--- src/rtl/sha1sh_pkg.sv ---
package sha1sh_pkg;

	localparam logic [1:0] KIND_DATA       = 2'd0;
	localparam logic [1:0] KIND_FINAL_FULL = 2'd1;
	localparam logic [1:0] KIND_FINAL_PART = 2'd2;

	typedef struct packed {
		logic [1:0]  kind;
		logic [31:0] word;
		logic [2:0]  nbytes;
	} sha1sh_entry_t;

	typedef logic [4:0][31:0] sha1sh_digest_t;

	localparam sha1sh_digest_t INIT_DIGEST = {
		32'hc3d2e1f0, 32'h10325476, 32'h98badcfe, 32'hefcdab89, 32'h67452301
	};

	localparam logic [31:0] K0 = 32'h5a827999;
	localparam logic [31:0] K1 = 32'h6ed9eba1;
	localparam logic [31:0] K2 = 32'h8f1bbcdc;
	localparam logic [31:0] K3 = 32'hca62c1d6;

endpackage

--- src/rtl/sha1sh_front.sv ---
module sha1sh_front
	import sha1sh_pkg::*;
(
	input  logic [31:0]   data_word,
	input  logic [2:0]    valid_bytes,
	input  logic          last_item,
	output sha1sh_entry_t entry
);

	logic [2:0]  count_clamped;
	logic [31:0] pad_word;

	assign count_clamped = (valid_bytes > 3'd4) ? 3'd4 : valid_bytes;

	always_comb begin
		unique case (count_clamped)
			3'd0:    pad_word = 32'h80000000;
			3'd1:    pad_word = {data_word[31:24], 24'h800000};
			3'd2:    pad_word = {data_word[31:16], 16'h8000};
			3'd3:    pad_word = {data_word[31:8], 8'h80};
			default: pad_word = data_word;
		endcase
	end

	always_comb begin
		if (!last_item) begin
			entry.kind   = KIND_DATA;
			entry.word   = data_word;
			entry.nbytes = 3'd4;
		end else if (count_clamped == 3'd4) begin
			entry.kind   = KIND_FINAL_FULL;
			entry.word   = data_word;
			entry.nbytes = 3'd4;
		end else begin
			entry.kind   = KIND_FINAL_PART;
			entry.word   = pad_word;
			entry.nbytes = count_clamped;
		end
	end

endmodule

--- src/rtl/sha1sh_queue.sv ---
module sha1sh_queue
	import sha1sh_pkg::*;
#(
	parameter int DEPTH = 4
) (
	input  logic          clk,
	input  logic          arst_n,
	input  logic          wr_en,
	input  sha1sh_entry_t wr_data,
	output logic          full,
	input  logic          rd_en,
	output sha1sh_entry_t rd_data,
	output logic          empty
);

	localparam int PW = (DEPTH > 1) ? $clog2(DEPTH) : 1;
	localparam int CW = $clog2(DEPTH + 1);
	localparam logic [PW-1:0] LAST_PTR = PW'(DEPTH - 1);
	localparam logic [CW-1:0] FULL_CNT = CW'(DEPTH);

	sha1sh_entry_t mem_q [DEPTH];
	logic [PW-1:0] wr_ptr_q, rd_ptr_q;
	logic [CW-1:0] count_q;
	logic          do_wr, do_rd;

	assign full    = (count_q == FULL_CNT);
	assign empty   = (count_q == '0);
	assign do_wr   = wr_en && !full;
	assign do_rd   = rd_en && !empty;
	assign rd_data = mem_q[rd_ptr_q];

	always_ff @(posedge clk) begin
		if (do_wr) begin
			mem_q[wr_ptr_q] <= wr_data;
		end
	end

	always_ff @(posedge clk or negedge arst_n) begin
		if (!arst_n) begin
			wr_ptr_q <= '0;
			rd_ptr_q <= '0;
			count_q  <= '0;
		end else begin
			if (do_wr) begin
				wr_ptr_q <= (wr_ptr_q == LAST_PTR) ? '0 : wr_ptr_q + 1'b1;
			end
			if (do_rd) begin
				rd_ptr_q <= (rd_ptr_q == LAST_PTR) ? '0 : rd_ptr_q + 1'b1;
			end
			if (do_wr && !do_rd) begin
				count_q <= count_q + 1'b1;
			end else if (do_rd && !do_wr) begin
				count_q <= count_q - 1'b1;
			end
		end
	end

endmodule

--- src/rtl/sha1sh_core.sv ---
module sha1sh_core
	import sha1sh_pkg::*;
(
	input  logic           clk,
	input  logic           arst_n,
	input  sha1sh_entry_t  entry,
	input  logic           entry_empty,
	output logic           entry_pop,
	input  logic           out_busy,
	output logic           digest_load,
	output sha1sh_digest_t digest
);

	localparam logic [2:0] ST_LOAD     = 3'd0;
	localparam logic [2:0] ST_PAD_MARK = 3'd1;
	localparam logic [2:0] ST_PAD_ZERO = 3'd2;
	localparam logic [2:0] ST_LEN_LO   = 3'd3;
	localparam logic [2:0] ST_ROUND    = 3'd4;
	localparam logic [2:0] ST_ADD      = 3'd5;
	localparam logic [2:0] ST_EMIT     = 3'd6;

	logic [2:0]     state_q, ret_q, nxt;
	logic [3:0]     fill_q;
	logic [63:0]    bits_q;
	logic [6:0]     rnd_q;
	sha1sh_digest_t chain_q;
	logic [31:0]    sched_q [16];
	logic [31:0]    a_q, b_q, c_q, d_q, e_q;

	logic        push_en;
	logic [31:0] push_word;
	logic [31:0] w_cur, w_new, f, k, t;

	assign w_cur = sched_q[0];
	assign w_new = {sched_q[13][30:0] ^ sched_q[8][30:0] ^ sched_q[2][30:0] ^ sched_q[0][30:0],
			sched_q[13][31] ^ sched_q[8][31] ^ sched_q[2][31] ^ sched_q[0][31]};

	always_comb begin
		if (rnd_q < 7'd20) begin
			f = (b_q & c_q) | (~b_q & d_q);
			k = K0;
		end else if (rnd_q < 7'd40) begin
			f = b_q ^ c_q ^ d_q;
			k = K1;
		end else if (rnd_q < 7'd60) begin
			f = (b_q & c_q) | (b_q & d_q) | (c_q & d_q);
			k = K2;
		end else begin
			f = b_q ^ c_q ^ d_q;
			k = K3;
		end
	end

	assign t = {a_q[26:0], a_q[31:27]} + f + e_q + k + w_cur;

	always_comb begin
		push_en     = 1'b0;
		push_word   = '0;
		entry_pop   = 1'b0;
		digest_load = 1'b0;
		nxt         = state_q;
		unique case (state_q)
			ST_LOAD: begin
				if (!entry_empty) begin
					entry_pop = 1'b1;
					push_en   = 1'b1;
					push_word = entry.word;
					case (entry.kind)
						KIND_DATA:       nxt = ST_LOAD;
						KIND_FINAL_FULL: nxt = ST_PAD_MARK;
						default:         nxt = ST_PAD_ZERO;
					endcase
				end
			end
			ST_PAD_MARK: begin
				push_en   = 1'b1;
				push_word = 32'h80000000;
				nxt       = ST_PAD_ZERO;
			end
			ST_PAD_ZERO: begin
				push_en = 1'b1;
				if (fill_q == 4'd14) begin
					push_word = bits_q[63:32];
					nxt       = ST_LEN_LO;
				end
			end
			ST_LEN_LO: begin
				push_en   = 1'b1;
				push_word = bits_q[31:0];
				nxt       = ST_EMIT;
			end
			ST_ROUND: begin
				nxt = (rnd_q == 7'd79) ? ST_ADD : ST_ROUND;
			end
			ST_ADD: begin
				nxt = ret_q;
			end
			ST_EMIT: begin
				if (!out_busy) begin
					digest_load = 1'b1;
					nxt         = ST_LOAD;
				end
			end
			default: nxt = ST_LOAD;
		endcase
	end

	assign digest = chain_q;

	always_ff @(posedge clk) begin
		if (push_en || state_q == ST_ROUND) begin
			for (int i = 0; i < 15; i++) begin
				sched_q[i] <= sched_q[i + 1];
			end
			sched_q[15] <= push_en ? push_word : w_new;
		end
		if (push_en && fill_q == 4'hf) begin
			a_q <= chain_q[0];
			b_q <= chain_q[1];
			c_q <= chain_q[2];
			d_q <= chain_q[3];
			e_q <= chain_q[4];
		end else if (state_q == ST_ROUND) begin
			e_q <= d_q;
			d_q <= c_q;
			c_q <= {b_q[1:0], b_q[31:2]};
			b_q <= a_q;
			a_q <= t;
		end
	end

	always_ff @(posedge clk or negedge arst_n) begin
		if (!arst_n) begin
			state_q <= ST_LOAD;
			ret_q   <= ST_LOAD;
			fill_q  <= '0;
			bits_q  <= '0;
			rnd_q   <= '0;
			chain_q <= INIT_DIGEST;
		end else begin
			if (push_en) begin
				fill_q <= fill_q + 1'b1;
			end
			if (push_en && fill_q == 4'hf) begin
				state_q <= ST_ROUND;
				ret_q   <= nxt;
				rnd_q   <= '0;
			end else begin
				state_q <= nxt;
			end
			if (state_q == ST_ROUND) begin
				rnd_q <= rnd_q + 1'b1;
			end
			if (entry_pop) begin
				bits_q <= bits_q + {58'd0, entry.nbytes, 3'b000};
			end
			if (state_q == ST_ADD) begin
				chain_q[0] <= chain_q[0] + a_q;
				chain_q[1] <= chain_q[1] + b_q;
				chain_q[2] <= chain_q[2] + c_q;
				chain_q[3] <= chain_q[3] + d_q;
				chain_q[4] <= chain_q[4] + e_q;
			end
			if (digest_load) begin
				chain_q <= INIT_DIGEST;
				bits_q  <= '0;
			end
		end
	end

endmodule

--- src/rtl/sha1sh_digest_out.sv ---
module sha1sh_digest_out
	import sha1sh_pkg::*;
(
	input  logic           clk,
	input  logic           arst_n,
	input  logic           load,
	input  sha1sh_digest_t digest,
	output logic           busy,
	input  logic           pop,
	output logic           empty,
	output logic [31:0]    digest_word,
	output logic [2:0]     word_index,
	output logic           last_word
);

	sha1sh_digest_t dig_q;
	logic [2:0]     idx_q;
	logic           valid_q;

	assign busy        = valid_q;
	assign empty       = !valid_q;
	assign digest_word = dig_q[idx_q];
	assign word_index  = idx_q;
	assign last_word   = (idx_q == 3'd4);

	always_ff @(posedge clk) begin
		if (load) begin
			dig_q <= digest;
		end
	end

	always_ff @(posedge clk or negedge arst_n) begin
		if (!arst_n) begin
			valid_q <= 1'b0;
			idx_q   <= '0;
		end else if (load) begin
			valid_q <= 1'b1;
			idx_q   <= '0;
		end else if (pop && valid_q) begin
			if (idx_q == 3'd4) begin
				valid_q <= 1'b0;
				idx_q   <= '0;
			end else begin
				idx_q <= idx_q + 1'b1;
			end
		end
	end

endmodule

--- src/rtl/sha1_stream_hasher.sv ---
// SHA-1 over a stream of big-endian 32-bit words.
// Input queue: drive data_word, valid_bytes and last_item with push; a
// transaction completes when push is high and full is low. Every word but
// the final one carries four bytes; the final word carries 0 to 4.
// Output queue: while empty is low the next digest word, its word_index
// and last_word are valid; pop takes it. Five transactions follow each
// message, H0 first, last_word high on the fifth.
// Words wait in a small input queue; while the engine is taking words and
// the queue is not empty, it loads one word a cycle into the block
// schedule. Each full block takes 80 rounds, one per cycle, plus the
// chaining update, and no words are loaded while a block is hashed.
// After the final word is accepted, the engine adds the padding and the
// length words, which may need an extra block, hashes them and then
// offers the first digest word.
// A stalled output holds the digest; the engine then waits before emitting
// the next digest, and the input queue fills and raises full.
// Reset clears the queues and returns the chaining words to the initial
// values; no message is in flight afterwards.
module sha1_stream_hasher
	import sha1sh_pkg::*;
#(
	parameter int QUEUE_DEPTH = 4
) (
	input  logic        clk,
	input  logic        arst_n,
	input  logic        push,
	output logic        full,
	input  logic [31:0] data_word,
	input  logic [2:0]  valid_bytes,
	input  logic        last_item,
	output logic        empty,
	input  logic        pop,
	output logic [31:0] digest_word,
	output logic [2:0]  word_index,
	output logic        last_word
);

	sha1sh_entry_t  in_entry, q_entry;
	logic           q_empty, q_pop;
	logic           out_busy, digest_load;
	sha1sh_digest_t digest;

	sha1sh_front u_front (
		.data_word   (data_word),
		.valid_bytes (valid_bytes),
		.last_item   (last_item),
		.entry       (in_entry)
	);

	sha1sh_queue #(
		.DEPTH (QUEUE_DEPTH)
	) u_queue (
		.clk     (clk),
		.arst_n  (arst_n),
		.wr_en   (push),
		.wr_data (in_entry),
		.full    (full),
		.rd_en   (q_pop),
		.rd_data (q_entry),
		.empty   (q_empty)
	);

	sha1sh_core u_core (
		.clk         (clk),
		.arst_n      (arst_n),
		.entry       (q_entry),
		.entry_empty (q_empty),
		.entry_pop   (q_pop),
		.out_busy    (out_busy),
		.digest_load (digest_load),
		.digest      (digest)
	);

	sha1sh_digest_out u_out (
		.clk         (clk),
		.arst_n      (arst_n),
		.load        (digest_load),
		.digest      (digest),
		.busy        (out_busy),
		.pop         (pop),
		.empty       (empty),
		.digest_word (digest_word),
		.word_index  (word_index),
		.last_word   (last_word)
	);

endmodule

--- config.mk ---
export PLATFORM = sky130hd
export DESIGN_NAME = sha1_stream_hasher
export DESIGN_NICKNAME = d
export VERILOG_FILES = /design/src/rtl/sha1sh_pkg.sv /design/src/rtl/sha1sh_front.sv /design/src/rtl/sha1sh_queue.sv /design/src/rtl/sha1sh_core.sv /design/src/rtl/sha1sh_digest_out.sv /design/src/rtl/sha1_stream_hasher.sv
export SDC_FILE = /design/constraint.sdc
export NUM_CORES = 2
export LEC_CHECK = 0
export CAP_MARGIN = 20
export CORE_AREA = 5 5 349 351
export DETAILED_ROUTE_END_ITERATION = 10
export DIE_AREA = 0 0 354 356
export DONT_BUFFER_PORTS = 1
export MAX_ROUTING_LAYER = met4
export SYNTH_ARGS = -nofsm -noshare
export SYNTH_HDL_FRONTEND = slang
export SYNTH_SLANG_ARGS = --single-unit
--- constraint.sdc ---
create_clock -name clk -period 14.8 [get_ports clk]
set_input_delay 1.48 -clock clk [delete_from_list [all_inputs] [get_ports clk]]
set_output_delay 1.48 -clock clk [all_outputs]
set_load 0.05 [all_outputs]
==> qor.yml <==
critical_path.max_fanout: 35
placedInstanceArea_um2: 60400
synth_top_cell_area_share_pct: 50.3
crit_path_start_kind: "register"
timing.hold.worst.class: "register to register"
syn_avg_cell_area_um2: 12.7
tritoncts: "done"
finClkSkew_ns: 0.0227
layout.cell_area.non_filler_um2: 64700
synth_warnings: 0
io_buffer_count: 0
antennaDiodeCount: 0
grt_pass1_wl_mm: 216
core.rowCount: 127
synth_edf_count: 980
max_clock_freq_mhz: 130
via_per_inst: 5.68
period_needed_ns: 7.70
slew_headroom_pct: 21.8
core_um2: 119000
dieArea_um2: 126000
post-synth-top-count-cell: "edfxtp_1"
detail_route.wl_per_cell_um: 22.2
final.setup.tns_ns: 0
clock_tree.root_cell: "clkbuf_16"
synth_sequential_area_ratio_pct: 61.1
timing.critical_path.buf_inv: 7
post-synth-top-area-cell: "edfxtp_1"
dieHeight_um: 356
routabilityCongestion: 0.887
ant_nets: 0
gate_family_responsible_for_the_most_delay_along_the_worst_path: "compound AO/OA/AOI/OAI gates"
cts_sinks: 1229
post_cts_resize_count: 0
postSynth.topFlopCell: "edfxtp_1"
netlist_area_um2: 58500
synthesis.instances: 4615
timing.final.hold_violations: 0
first_iter_violations: 2850
final_layout_size_suffix_gt1_share_pct: 8.68
number_of_antenna_violations_at_the_first_check_in_global_routing: 0
n_fill_cell: 9965
grt_start_max_net_pins: 250
worst_setup_hold_path_clk_slew_ns: 0.06
overflow: 0
drc_errors: 0
worstSkewPairLatency_ns: 0.74
criticalPathCategory: "register to register"
synth_cell_type_count: 81
fin_crit_sh_pct: 52.1
mappedNetlistNets: 5015
dp.final_hpwl_mm: 94.2
grt_pass1_vias: 35600
worst_ep_required_time_ns: 15.35
synth.top_cells.by_count: "980 x edfxtp_1, 666 x nand2_1, 276 x nor2_1"
rsz0062_at_grt: "false"
cts_made_buffers: 136
finalNetCount: 5057
ys_ff_latch: 1229
flow.area_growth_from_synthesis_pct: 10.6
drt-total-wl_mm: 140
timing_worst_slew_pin_value_ns: 1.17
final_util_pct: 54.5
initial_utilization_pct: 49.3
holdWs_ns: 0.408
worst_ep_arrival_time_ns: 8.25
die_w_um: 354
track_usage_pct: 22.9
postCtsHoldBufs: 0
critical_path.max_stage_delay_ns: 0.52
multi_input_area_um2: 21300
vias: 35900
ctsLongestPathBuffers: 3
cp_slowest_cell: "fa_1"
post_cts.repair.setup_buffers: 0
drt-pass1-iter-count: 6
setup.worst_path.end_class: "register"
number_of_levels_the_h_tree_was_split_into: 4
asyncSetResetFlopFracSynth_pct: 20.3
setup_viol: 0
post_synth_main_area_contributors: "edfxtp_1 50%, dfrtp_1 7.2%, ha_1 5.0%"
io_count: 78
final-seq-area_um2: 35800
report.final.slew_viol_count: 0
result_of_the_run: "completed"
drv.max_cap_violation_count: 0
==> registers in the layout (all words and copies together), names as in the netlist, 4 cells and up <==
| name | flops |
|---|---|
| u_core.bits_q | 61 |
| u_core.fill_q | 4 |
| u_core.a_q | 32 |
| u_core.rnd_q | 7 |
| u_core.c_q | 32 |
| u_core.e_q | 32 |
| u_core.d_q | 32 |
| u_core.sched_q | 512 |
| u_out.dig_q | 160 |
| u_core.b_q | 32 |
| u_core.digest | 160 |
| u_queue.mem_q | 148 |
==> worst paths after layout <==
path                                          end  slack, ns                   start  cells past startpoint
setup reg to reg                   u_core.a_q[31]       7.10         u_core.rnd_q[4]                     28
max in group asynchronous     u_queue.rd_ptr_q[0]      13.68                  arst_n                      0
setup / recovery                   u_core.a_q[31]       7.10         u_core.rnd_q[4]                     28
min in group asynchronous       u_core.digest[96]       0.46                  arst_n                      0
hold / removal             u_core.sched_q[13][24]       0.41  u_core.sched_q[14][24]                      0
hold reg to reg            u_core.sched_q[13][24]       0.41  u_core.sched_q[14][24]                      0
==> logic make-up after synthesis <==
| logic type | count (synthesis) | share of synthesized area, % |
|---|---|---|
| AND/OR/NAND/NOR | 1313 | 10.0 |
| flip-flops | 1229 | 61.1 |
| AO/OA/AOI/OAI | 916 | 9.89 |
| buffers and inverters | 389 | 2.52 |
| adder cells (fa/ha/maj) | 360 | 9.31 |
| XOR/XNOR | 299 | 4.48 |
| multiplexers | 109 | 2.68 |
==> area by class of cell <==
cell class              instances  area share, %
repair buffers                 61          0.796
clock buffers                 188           5.84
clock inverters                61          0.781
multi-input cells            2997           33.0
inverters                     232           1.36
flip-flops and latches       1229           55.3
well taps                    1548           2.99
==> stage by stage <==
step	instances	worst slack [ns]
detailed placement	6066	7.09
global route	6316	6.56
floorplan	4615	1.27
global placement	6066	7.16
CTS	6315	7.04
finish	6316	7.10
==> per-layer routing <==
| metal | vias to the layer above | routed length [um] | GRT usage, % |
|---|---|---|---|
| met5 | - | 0 | - |
| met4 | 0 | 3980 | 7.24 |
| met3 | 202 | 7720 | 3.13 |
| met2 | 1017 | 65400 | 35.6 |
| met1 | 17900 | 63200 | 31.9 |
| li1 | 16800 | - | - |
==> cells in the final DEF, fill, tap and decap left out, drive strengths merged, types with 8 or more instances in the layout <==
master / instances
o21a: 25
a21o: 88
nand2b: 35
fa: 126
and2: 30
o211ai: 33
clkbuf: 188
mux4: 38
or3: 34
or2: 8
nand3: 70
o22a: 10
and3: 26
ha: 234
clkinv: 48
nand2: 668
a21oi: 263
a222oi: 30
o21ai: 235
o22ai: 37
edfxtp: 980
mux2i: 69
nand4: 28
o32ai: 21
nor2b: 63
a211oi: 24
inv: 236
and4: 11
nor3: 34
buf: 61
o21bai: 28
xnor2: 168
dfstp: 80
xor2: 131
o31ai: 19
a31oi: 23
dfrtp: 169
nor4: 11
nor2: 276
Power is not shown: default switching activity piles up to over one toggle a cycle in this logic, so the estimate is an artifact.
